===== config.mk =====
export PLATFORM = sky130hd
export DESIGN_NAME = positional_list_engine
export DESIGN_NICKNAME = d
export VERILOG_FILES = /design/src/hw/rtl/ple_pkg.sv /design/src/hw/rtl/ple_ctrl.sv /design/src/hw/rtl/ple_dp.sv /design/src/hw/rtl/positional_list_engine.sv
export VERILOG_INCLUDE_DIRS = /design/src /design/src/hw/rtl
export SDC_FILE = /design/constraint.sdc
export NUM_CORES = 2
export LEC_CHECK = 0
export BUFFER_PORTS_ARGS = -buffer_cell sky130_fd_sc_hd__buf_4
export CORE_ASPECT_RATIO = 2
export CORE_MARGIN = 5
export CORE_UTILIZATION = 45
export DETAILED_ROUTE_END_ITERATION = 16
export SLEW_MARGIN = 30
export SYNTH_ARGS = -nofsm -noshare
export SYNTH_HDL_FRONTEND = slang
export SYNTH_SLANG_ARGS = --single-unit

===== constraint.sdc =====
create_clock -name clk -period 15.86 [get_ports clk]
set_clock_uncertainty 0.15 [all_clocks]
set_input_delay 1.586 -clock clk [delete_from_list [all_inputs] [get_ports clk]]
set_output_delay 1.586 -clock clk [all_outputs]
set_load 0.05 [all_outputs]

===== src/hw/rtl/assert_macros.svh =====
// Assertion macros for RTL files that check their own logic.
`ifndef ASSERT_MACROS_SVH
`define ASSERT_MACROS_SVH

// The consequent must hold on the clock edge after the antecedent.
`define ASSERT_NEXT(lbl, clk, rst_n, ante, cons) \
  lbl: assert property (@(posedge clk) disable iff (!rst_n) (ante) |=> (cons)) \
    else $error("next-cycle assertion failed");

// The consequent must hold in the same cycle as the antecedent.
`define ASSERT_SAME(lbl, clk, rst_n, ante, cons) \
  lbl: assert property (@(posedge clk) disable iff (!rst_n) (ante) |-> (cons)) \
    else $error("same-cycle assertion failed");

`endif


===== src/hw/rtl/ple_pkg.sv =====
`default_nettype none

package ple_pkg;

  // Store geometry.
  localparam int LIST_DEPTH    = 32;
  localparam int ELEMENT_WIDTH = 32;
  localparam int IDX_W         = $clog2(LIST_DEPTH);
  localparam int CNT_W         = $clog2(LIST_DEPTH + 1);
  // Width that holds a position, a count and one more without overflow.
  localparam int CMP_W         = ((CNT_W > 6) ? CNT_W : 6) + 1;

  // Operation codes.
  localparam logic [2:0] KIND_INSERT = 3'd0;
  localparam logic [2:0] KIND_DELETE = 3'd1;
  localparam logic [2:0] KIND_GET    = 3'd2;
  localparam logic [2:0] KIND_LOCATE = 3'd3;
  localparam logic [2:0] KIND_CLEAR  = 3'd4;

  typedef logic [ELEMENT_WIDTH-1:0] elem_t;

  typedef struct packed {
    logic [2:0]         kind;
    logic [5:0]         position;
    logic signed [31:0] value_in;
  } in_item_t;

  typedef struct packed {
    logic               status;
    logic signed [31:0] value_out;
    logic [5:0]         found_position;
    logic [5:0]         list_length;
    logic               list_empty;
  } out_item_t;

  // Commands from the controller to the datapath.
  typedef struct packed {
    logic load_req;
    logic scan_next;
    logic found_set;
    logic commit;
  } ctl_cmd_t;

  // Status from the datapath to the controller.
  typedef struct packed {
    logic in_locate;
    logic cnt_zero;
    logic scan_hit;
    logic scan_last;
    logic out_free;
  } ctl_sts_t;

  // Sign-extend a stored element to the 32-bit result field.
  function automatic logic signed [31:0] sext_elem(input elem_t e);
    logic signed [ELEMENT_WIDTH-1:0] s;
    s = signed'(e);
    return 32'(s);
  endfunction

endpackage

`default_nettype wire


===== src/hw/rtl/ple_ctrl.sv =====
`default_nettype none

module ple_ctrl import ple_pkg::*; (
  input  wire logic     clk,
  input  wire logic     rst_n,
  input  wire logic     in_valid,
  output logic          in_stall,
  input  wire ctl_sts_t sts,
  output ctl_cmd_t      cmd
);

  localparam logic [1:0] S_IDLE = 2'd0;
  localparam logic [1:0] S_SCAN = 2'd1;
  localparam logic [1:0] S_EXEC = 2'd2;

  logic [1:0] state_r;
  logic [1:0] state_nxt;
  logic       commit;
  logic       accept;

  // A request finishes in EXEC once the output register can take the result.
  assign commit   = (state_r == S_EXEC) && sts.out_free;
  assign in_stall = !((state_r == S_IDLE) || commit);
  assign accept   = in_valid && !in_stall;

  // Next state and commands.
  always_comb begin
    state_nxt     = state_r;
    cmd.load_req  = accept;
    cmd.scan_next = 1'b0;
    cmd.found_set = 1'b0;
    cmd.commit    = commit;
    unique case (state_r)
      S_IDLE: begin
        if (accept) begin
          state_nxt = sts.in_locate ? S_SCAN : S_EXEC;
        end
      end
      S_SCAN: begin
        if (sts.scan_hit) begin
          cmd.found_set = 1'b1;
          state_nxt     = S_EXEC;
        end else if (sts.cnt_zero || sts.scan_last) begin
          state_nxt = S_EXEC;
        end else begin
          cmd.scan_next = 1'b1;
        end
      end
      S_EXEC: begin
        if (accept) begin
          state_nxt = sts.in_locate ? S_SCAN : S_EXEC;
        end else if (commit) begin
          state_nxt = S_IDLE;
        end
      end
      default: begin
        state_nxt = S_IDLE;
      end
    endcase
  end

  // State register.
  always_ff @(posedge clk) begin
    if (!rst_n) begin
      state_r <= S_IDLE;
    end else begin
      state_r <= state_nxt;
    end
  end

endmodule

`default_nettype wire


===== src/hw/rtl/ple_dp.sv =====
`default_nettype none

module ple_dp import ple_pkg::*; (
  input  wire logic     clk,
  input  wire logic     rst_n,
  input  wire in_item_t in_item,
  input  wire logic     out_stall,
  output logic          out_valid,
  output out_item_t     out_item,
  input  wire ctl_cmd_t cmd,
  output ctl_sts_t      sts
);

  in_item_t             req_r;
  elem_t                store_r   [LIST_DEPTH];
  elem_t                store_nxt [LIST_DEPTH];
  logic [CNT_W-1:0]     count_r;
  logic [CNT_W-1:0]     count_nxt;
  logic [IDX_W-1:0]     scan_idx_r;
  logic [CNT_W-1:0]     found_r;
  logic                 out_valid_r;
  out_item_t            out_r;
  out_item_t            res;

  logic [CMP_W-1:0]     pos_e;
  logic [CMP_W-1:0]     cnt_e;
  logic [IDX_W-1:0]     pos_idx;
  logic [IDX_W-1:0]     rd_addr;
  elem_t                rd_data;
  elem_t                req_val;
  logic                 ins_ok;
  logic                 rd_ok;
  logic                 ins_do;
  logic                 del_do;

  // Position checks against the current length.
  assign pos_e   = CMP_W'(req_r.position);
  assign cnt_e   = CMP_W'(count_r);
  assign pos_idx = IDX_W'(pos_e - CMP_W'(1));
  assign ins_ok  = (count_r < CNT_W'(LIST_DEPTH)) && (pos_e != '0) &&
                   (pos_e <= cnt_e + CMP_W'(1));
  assign rd_ok   = (pos_e != '0) && (pos_e <= cnt_e);
  assign req_val = ELEMENT_WIDTH'($unsigned(req_r.value_in));

  // One read port, shared by the locate scan and by get and delete.
  assign rd_addr = (req_r.kind == KIND_LOCATE) ? scan_idx_r : pos_idx;
  assign rd_data = store_r[rd_addr];

  assign ins_do = cmd.commit && (req_r.kind == KIND_INSERT) && ins_ok;
  assign del_do = cmd.commit && (req_r.kind == KIND_DELETE) && rd_ok;

  // Status toward the controller.
  always_comb begin
    sts.in_locate = (in_item.kind == KIND_LOCATE);
    sts.cnt_zero  = (count_r == '0);
    sts.scan_hit  = (rd_data == req_val) && (CNT_W'(scan_idx_r) < count_r);
    sts.scan_last = (CNT_W'(scan_idx_r) + CNT_W'(1)) >= count_r;
    sts.out_free  = !out_valid_r || !out_stall;
  end

  // Result of the held request and the new length.
  always_comb begin
    res           = '0;
    count_nxt     = count_r;
    unique case (req_r.kind)
      KIND_INSERT: begin
        res.status = !ins_ok;
        if (ins_ok) begin
          count_nxt = count_r + CNT_W'(1);
        end
      end
      KIND_DELETE: begin
        res.status = !rd_ok;
        if (rd_ok) begin
          res.value_out = sext_elem(rd_data);
          count_nxt     = count_r - CNT_W'(1);
        end
      end
      KIND_GET: begin
        res.status = !rd_ok;
        if (rd_ok) begin
          res.value_out = sext_elem(rd_data);
        end
      end
      KIND_LOCATE: begin
        res.found_position = 6'(found_r);
      end
      KIND_CLEAR: begin
        count_nxt = '0;
      end
      default: begin
        res.status = 1'b1;
      end
    endcase
    res.list_length = 6'(count_nxt);
    res.list_empty  = (count_nxt == '0);
  end

  // Shift the store up for insert or down for delete, one mux per entry.
  always_comb begin
    store_nxt = store_r;
    for (int k = 0; k < LIST_DEPTH; k++) begin
      if (ins_do) begin
        if (IDX_W'(k) == pos_idx) begin
          store_nxt[IDX_W'(k)] = req_val;
        end else if (IDX_W'(k) > pos_idx) begin
          store_nxt[IDX_W'(k)] = store_r[IDX_W'(k - 1)];
        end
      end else if (del_do) begin
        if ((IDX_W'(k) >= pos_idx) && (k < LIST_DEPTH - 1)) begin
          store_nxt[IDX_W'(k)] = store_r[IDX_W'(k + 1)];
        end
      end
    end
  end

  always_ff @(posedge clk) begin
    store_r <= store_nxt;
  end

  // Request register, scan index and match position.
  always_ff @(posedge clk) begin
    if (cmd.load_req) begin
      req_r      <= in_item;
      scan_idx_r <= '0;
      found_r    <= '0;
    end else begin
      if (cmd.scan_next) begin
        scan_idx_r <= scan_idx_r + IDX_W'(1);
      end
      if (cmd.found_set) begin
        found_r <= CNT_W'(scan_idx_r) + CNT_W'(1);
      end
    end
  end

  // Length register.
  always_ff @(posedge clk) begin
    if (!rst_n) begin
      count_r <= '0;
    end else if (cmd.commit) begin
      count_r <= count_nxt;
    end
  end

  // Output register: holds a result until the receiver takes it.
  always_ff @(posedge clk) begin
    if (!rst_n) begin
      out_valid_r <= 1'b0;
    end else if (cmd.commit) begin
      out_valid_r <= 1'b1;
    end else if (!out_stall) begin
      out_valid_r <= 1'b0;
    end
  end

  always_ff @(posedge clk) begin
    if (cmd.commit) begin
      out_r <= res;
    end
  end

  assign out_valid = out_valid_r;
  assign out_item  = out_r;

endmodule

`default_nettype wire


===== src/hw/rtl/positional_list_engine.sv =====
// Positional list engine: an ordered list of up to LIST_DEPTH signed words.
// Input channel (in_valid, in_stall, in_item) carries one request: insert,
// delete, get, locate or clear, with a 1-based position and a value. The
// result channel (out_valid, out_stall, out_item) returns exactly one result
// per request with status, value, match position, new length and empty flag.
// A request is taken at a clock edge where in_valid is high and in_stall low.
// Insert, delete, get and clear finish in EXEC once the output register is
// free; the result is visible from the following cycle, and a new request can
// be taken in the same cycle the previous one finishes, so these run at one
// per cycle while out_stall does not hold a result. Locate walks the store
// through its single read port, one entry per cycle, and stops at the first
// match, giving its 1-based position, or at the end of the list, giving 0.
// A finished result sits in the output register while out_stall is high; the
// next request may still be taken and worked on, but it cannot finish, and no
// further request is taken, until the output register is freed.
// Synchronous reset (rst_n low) empties the list and drops any pending result;
// the element store itself is not cleared, as only written entries are read.
`default_nettype none

`include "assert_macros.svh"

module positional_list_engine import ple_pkg::*; (
  input  wire logic     clk,
  input  wire logic     rst_n,
  input  wire logic     in_valid,
  output logic          in_stall,
  input  wire in_item_t in_item,
  output logic          out_valid,
  input  wire logic     out_stall,
  output out_item_t     out_item
);

  ctl_cmd_t cmd;
  ctl_sts_t sts;

  ple_ctrl u_ctrl (
    .clk      (clk),
    .rst_n    (rst_n),
    .in_valid (in_valid),
    .in_stall (in_stall),
    .sts      (sts),
    .cmd      (cmd)
  );

  ple_dp u_dp (
    .clk       (clk),
    .rst_n     (rst_n),
    .in_item   (in_item),
    .out_stall (out_stall),
    .out_valid (out_valid),
    .out_item  (out_item),
    .cmd       (cmd),
    .sts       (sts)
  );

  // Every finished request shows up as a pending result.
  `ASSERT_NEXT(a_commit_shows, clk, rst_n, cmd.commit, out_valid)
  // A result never overwrites one that the receiver has not taken.
  `ASSERT_SAME(a_no_overwrite, clk, rst_n, cmd.commit && out_valid, !out_stall)
  // The scan never advances in the cycle a request finishes or a new one is taken.
  `ASSERT_SAME(a_scan_excl, clk, rst_n, cmd.scan_next, !cmd.commit && !cmd.load_req)
  // Reported length stays within the store and agrees with the empty flag.
  `ASSERT_SAME(a_len_ok, clk, rst_n, out_valid,
               (out_item.list_length <= 6'(LIST_DEPTH)) &&
               (out_item.list_empty == (out_item.list_length == 6'd0)))

endmodule

`default_nettype wire


======== Yosys cells after proc, flatten, opt, wreduce, memory -nomap -nowiden ========
Cells that the tools add are included.
storage, ports and cells
  flip-flop bits (word level) ............. 619
  bits of input ports ..................... 45
  output and inout bits ................... 48
  word-level logic and storage cells ...... 276
cells by class
  add/sub/neg operators ................... 6
  $lt $le $gt $ge ......................... 38
  eq/ne operators ......................... 43
  muxes and demuxes ....................... 98
  bitwise operators ....................... 1
  reductions and logical operators ........ 61
operators with widths
  cell                   count
  $mux W32               79
  $bmux W32 S5           1
  $reduce_and A3 Y1      17
  $ne A3 B3 Y1 const B   16
  $eq A4 B5 Y1 const A   8
  $ge A4 B5 Y1 const A   8
  $gt A4 B5 Y1 const A   8
  $reduce_bool A2 Y1     17
  $eq A32 B32 Y1         1
  $eq A3 B5 Y1 const A   4
  $ge A3 B5 Y1 const A   4
  $gt A3 B5 Y1 const A   4
  $pmux W6 S3            1
  $mux W2                7
  $logic_not A6 Y1       2
  $mux W6                2
  $eq A2 B5 Y1 const A   2
  $ge A1 B5 Y1 const A   2
  $ge A2 B5 Y1 const A   2
  $gt A1 B5 Y1 const A   2
  $gt A2 B5 Y1 const A   2
  $logic_and A1 B1 Y1    10
  $eq A3 B2 Y1 const B   3
  $add A6 B1 Y7 const B  1
  other kinds (32)       44

======== Depth between registers and ports, before layout ========
  word-level depth ........................ 10
  mapped depth ............................ 23
  depth with buffers taken out ............ 15

======== Modules after synthesis ========
Synthesis repeated with hierarchy kept, for this count alone.
unflattened totals
  cells, all modules ...................... 3,655
  area, all modules ....................... 36,227.2 µm²
modules (own cells, without submodules)
  module    times used  cells an instance  area each (µm²)
  ple_dp    1           3,632              36,037.1
  ple_ctrl  1           23                 190.2

======== Worst setup path after synthesis ========
OpenSTA, ideal clock, no wires.
  path kind ............................... input-to-reg
  start point ............................. in out_stall
  end point ............................... reg u_dp.store_r[864] (netlist name) (enable)
  arrival ................................. 6.253 ns
  slack ................................... 8.987 ns
  cell stages on the path ................. 6
  path buffers ............................ 1
  cell sequence ........................... nand2_1 > nand2b_1 > inv_1 > clkbuf_1 > nand2b_1 > a211oi_1
RTL lines
  item                  RTL line                      text
  from (decl)           positional_list_engine.sv:29  input wire logic out_stall,
  to (signal assigned)  ple_dp.sv:118                 store_r <= store_nxt;
  to (decl)             ple_dp.sv:15                  elem_t store_r [LIST_DEPTH];

======== Final worst setup path ========
  start point ............................. reg u_dp.req_r, in the netlist u_dp.pos_e[0]
  end point ............................... reg u_dp.found_r[0]
on the way
  cells in the longest elaborated chain, start to end .. 10
RTL lines
  item                                          RTL line        text
  from (decl)                                   ple_dp.sv:14    in_item_t req_r;
  from (signal assigned)                        ple_dp.sv:124   req_r <= in_item;
  $sub A5 B1 Y5                                 ple_dp.sv:39    assign pos_idx = IDX_W'(pos_e - CMP_W'(1));
  $mux W5                                       ple_dp.sv:46    assign rd_addr = (req_r.kind == KIND_LOCATE) ? scan_idx_r : pos_idx;
  $not A5 Y6 (not written as such)              ple_dp.sv:47    assign rd_data = store_r[rd_addr];
  $bmux W32 S5                                  ple_dp.sv:47
  $mux W32 (not written as such) (2 in series)  ple_dp.sv:47
  $eq A32 B32 Y1                                ple_dp.sv:56    sts.scan_hit = (rd_data == req_val) && (CNT_W'(scan_idx_r) < count_r);
  $logic_and A1 B1 Y1                           ple_dp.sv:56
  $mux W1                                       ple_ctrl.sv:40  if (sts.scan_hit) begin
  $mux W2                                       ple_ctrl.sv:33  unique case (state_r)
  to (signal assigned)                          ple_dp.sv:132   found_r <= CNT_W'(scan_idx_r) + CNT_W'(1);
  to (decl)                                     ple_dp.sv:20    logic [CNT_W-1:0] found_r;
No other way between the ends. The select of a mux whose other input is x is not followed.
A chain may end at the register's enable or synchronous reset.

==> summary.md <==
| Metric | Value |
|---|---|
| Final Critical Period | `about 7.4 ns` |
| Die Width | `215 µm` |
| Unrepaired setup endpoints after global routing | `no` |
| Cells along the critical path | `inv_1, buf_4, ha_2, buf_4, clkinv_1, a32oi_2, buf_4, a211oi_1, a2111oi_0, a211oi_1, buf_4, a32oi_1, o2111ai_1, or4_1, nor3_2, and2_1, mux2i_1` |
| Final setup vio count | `0` |
| Post-DRT Antenna Nets | `0` |
| CTS tree | `built` |
| Total GRT Usage | `33.0%` |
| Via/cell ratio | `6.77` |
| Register bit total from synthesis | `619` |
| Critical Path AT | `a little under 8 ns` |
| Crit Path Class | `register to register` |
| Worst-path clk slew | `0.07 ns` |
| DR WL/cell | `33.1 µm` |
| Most frequent cells in the layout | `623 x nand2_1, 599 x edfxtp_1, 500 x o21ai_0, 488 x mux2i_1, 181 x buf_4` |
| Leakage power | `17.4 nW` |
| RR Startpoint | `u_dp.pos_e[0]` |
| Post-DP HPWL | `96700 µm` |
| Synthesized area per cell | `between 10 and 15 µm²` |
| Critical Path Fanout Max | `32` |
| Part of the cycle the worst path needs | `a little under half` |
| Crit path capture | `u_dp.found_r[0]` |
| Register area share after synthesis | `around half` |
| Commonest non-fill, non-tap cell in the layout | `nand2_1` |
| Cell Pwr Density | `93.6 nW/µm²` |
| # Post-CTS Setup Buffers | `0` |
| Top FF cell, synth | `edfxtp_1` |
| Clk Latency, worst-skew pair | `0.68 ns` |
| Min-Delay Path Class | `register to register` |
| Setup TNS | `0 ns` |
| Synthesized net count | `3749` |
| Synth Instances | `3675` |
| Busiest layer in global routing | `met2` |
| Distinct cells, synth | `92` |
| Utilization after layout | `49.5%` |
| Worst vdd ir | `81.6 µV` |
| Post-placement cell area | `39500 µm²` |
| CTS root buf | `clkbuf_16` |
| Nets | `around 3700` |
| Area Growth Syn to Fin | `9.38%` |
| Core area | `83500 µm²` |
| Met3 Use GR | `6.82%` |
| Post-synth EDFFs | `599` |
| Critical Path RT | `16.31 ns` |
| Cell Area, Synth | `37800 µm²` |
| Share of cells above drive strength 1 | `a little over an eighth` |
| R2r worst-path depth | `17` |
| Total power | `about 3.9 mW` |
| Cts repair resizes | `0` |
| Drt first-iter violations | `4231` |
| Max-Cap Viols | `0` |
| Pins Over Slew Limit | `0` |
| Global-route wire length before repair | `218000 µm` |
| PortBufs | `92` |
| Crit path capture type | `register` |
| Pre-Repair DR Iteration Count | `8` |
| Vias | `31800` |
| Congestion Overflow GR | `0` |
| Hold_buf cts | `0` |
| Total Wirelength | `~160000 µm` |
| Fmax | `0.134 GHz` |
| Initial Utilization | `45.2%` |
| Critical Path Max Stage Delay | `0.96 ns` |
| Slowest cell on crit path | `ha_2` |
| Type of origin of the critical path | `register` |
| Largest net degree at the start of global routing | `roughly 220` |
| DRC | `0` |
| CTS Buffer Depth | `3` |
| TritonCTS buffer count | `57` |
| Clk sink count | `619` |
| Cell Rows | `150` |
| Met1 Track Usage GR | `between 30 and 40%` |
| Flop-to-flop setup slack | `8.42 ns` |
| Io pins | `93` |
| Final hold vios | `0` |
| Fraction of registers with async set/reset | `0%` |
| Crit path top cell by count | `buf_4` |
| Initial antenna violation count | `5` |
| Die Span Y | `420 µm` |
| GPL Wtd Cong | `0.989` |
| Critical R2R Capture | `u_dp.found_r[0]` |
| Die ar. | `90200 µm²` |
| Status | `finished clean` |
| Worst slew margin | `26.8%` |
| Cell area after layout | `roughly 41000 µm²` |
| Least-Margin Pin Slew | `1.10 ns` |
| Htree depth | `2` |
| Met2 GRT Util | `53.8%` |
| Yosys Warn Count | `0` |
| Crit path from | `u_dp.pos_e[0]` |
| Number of global-route vias before repair | `30500` |
## how the worst min path moves through the flow
stage / startpoint / end / cells after the start
finish: u_dp.found_r[2] / u_dp.found_r[2] / 2
CTS: u_dp.found_r[2] / u_dp.found_r[2] / 2
detailed placement: u_dp.found_r[2] / u_dp.found_r[2] / 2
global placement: u_dp.found_r[4] / u_dp.found_r[4] / 2
floorplan: u_dp.found_r[0] / u_dp.found_r[0] / 2
global route: u_dp.found_r[2] / u_dp.found_r[2] / 2
## critical path: cells and delay by family (launching register included)
kind	cells	cell delay (ns)
AOI/OAI and AO/OA	6	1.71
muxes	1	0.22
DFF	1	0.41
adders and majority gates	1	0.96
buffers and inverters	6	2.41
and+or+nand+nor	3	1.48
## cell families (layout without fill, tap and decap cells)
| group | Yosys count | count (layout) | synth area share, % |
|---|---|---|---|
| other | 0 | 3 | 0 |
| xor gates and xnor gates | 15 | 15 | 0.368 |
| adders and majority gates | 29 | 29 | 0.960 |
| and+or+nand+nor | 1040 | 1040 | 12.0 |
| buffers and inverters | 384 | 333 | 4.15 |
| DFF | 619 | 619 | 48.7 |
| muxes | 622 | 622 | 18.3 |
| AOI/OAI and AO/OA | 966 | 966 | 15.5 |
## cells in the mapped netlist (all sizes together) (25+ instances only)
library cell | instances | area (µm²)
nor2 | 148 | 556
nand3 | 56 | 280
clkbuf | 247 | 927
o21ai | 503 | 2530
o211ai | 59 | 443
nand2 | 638 | 2400
nor3 | 41 | 215
mux4 | 46 | 1040
mux2 | 86 | 968
nor4 | 25 | 163
inv | 37 | 139
a211oi | 50 | 375
buf | 98 | 494
ha | 29 | 363
mux2i | 490 | 4900
edfxtp | 599 | 18000
a21oi | 152 | 772
## report_power, final
| part | internal, mW | total (mW) | switching, mW |
|---|---|---|---|
| Sequential | 1.80 | 1.84 | 0.0384 |
| Combinational | 0.181 | 0.603 | 0.422 |
| Clock | 0.756 | 1.42 | 0.667 |
## final cells by class
| type | instances | area [µm²] |
|---|---|---|
| Multi-Input combinational cell | 2672 | 18200 |
| Fill cell | 7623 | 42200 |
| Inverter | 39 | 146 |
| Timing Repair Buffer | 189 | 1480 |
| Sequential cell | 619 | 18400 |
| Antenna cell | 3 | 7.51 |
| Clock buffer | 71 | 1550 |
| Clock inverter | 34 | 263 |
| Tap cell | 1064 | 1330 |
## layer usage
layer  wire length, µm  part of all wire (%)
met5                29                 0.019
met4             15600                    10
met3             14200                   9.1
met2             72100                    46
met1             53300                    34
## flip-flops by register name (all words and copies together), names as in the netlist
register / flops
u_dp.store_r: 512
u_dp.out_item: 46
u_dp.req_val: 32
u_dp.count_r: 6
u_dp.found_r: 6
u_dp.pos_e: 6
u_dp.scan_idx_r: 5
u_dp.req_r: 3
u_ctrl.state_r: 2
u_dp.out_valid: 1
## metrics by stage
| stage | hold WS [ns] | setup slack (ns) | cells |
|---|---|---|---|
| final | 0.306 | 8.42 | 4691 |
| after floorplan | 0.280 | 8.99 | 3675 |
| after global routing | 0.325 | 8.33 | 4690 |
| after CTS | 0.307 | 8.64 | 4686 |
| after global placement | 0.289 | 8.76 | 4578 |
| after detailed placement | 0.293 | 8.65 | 4581 |
(Power assumes the default switching activity.)
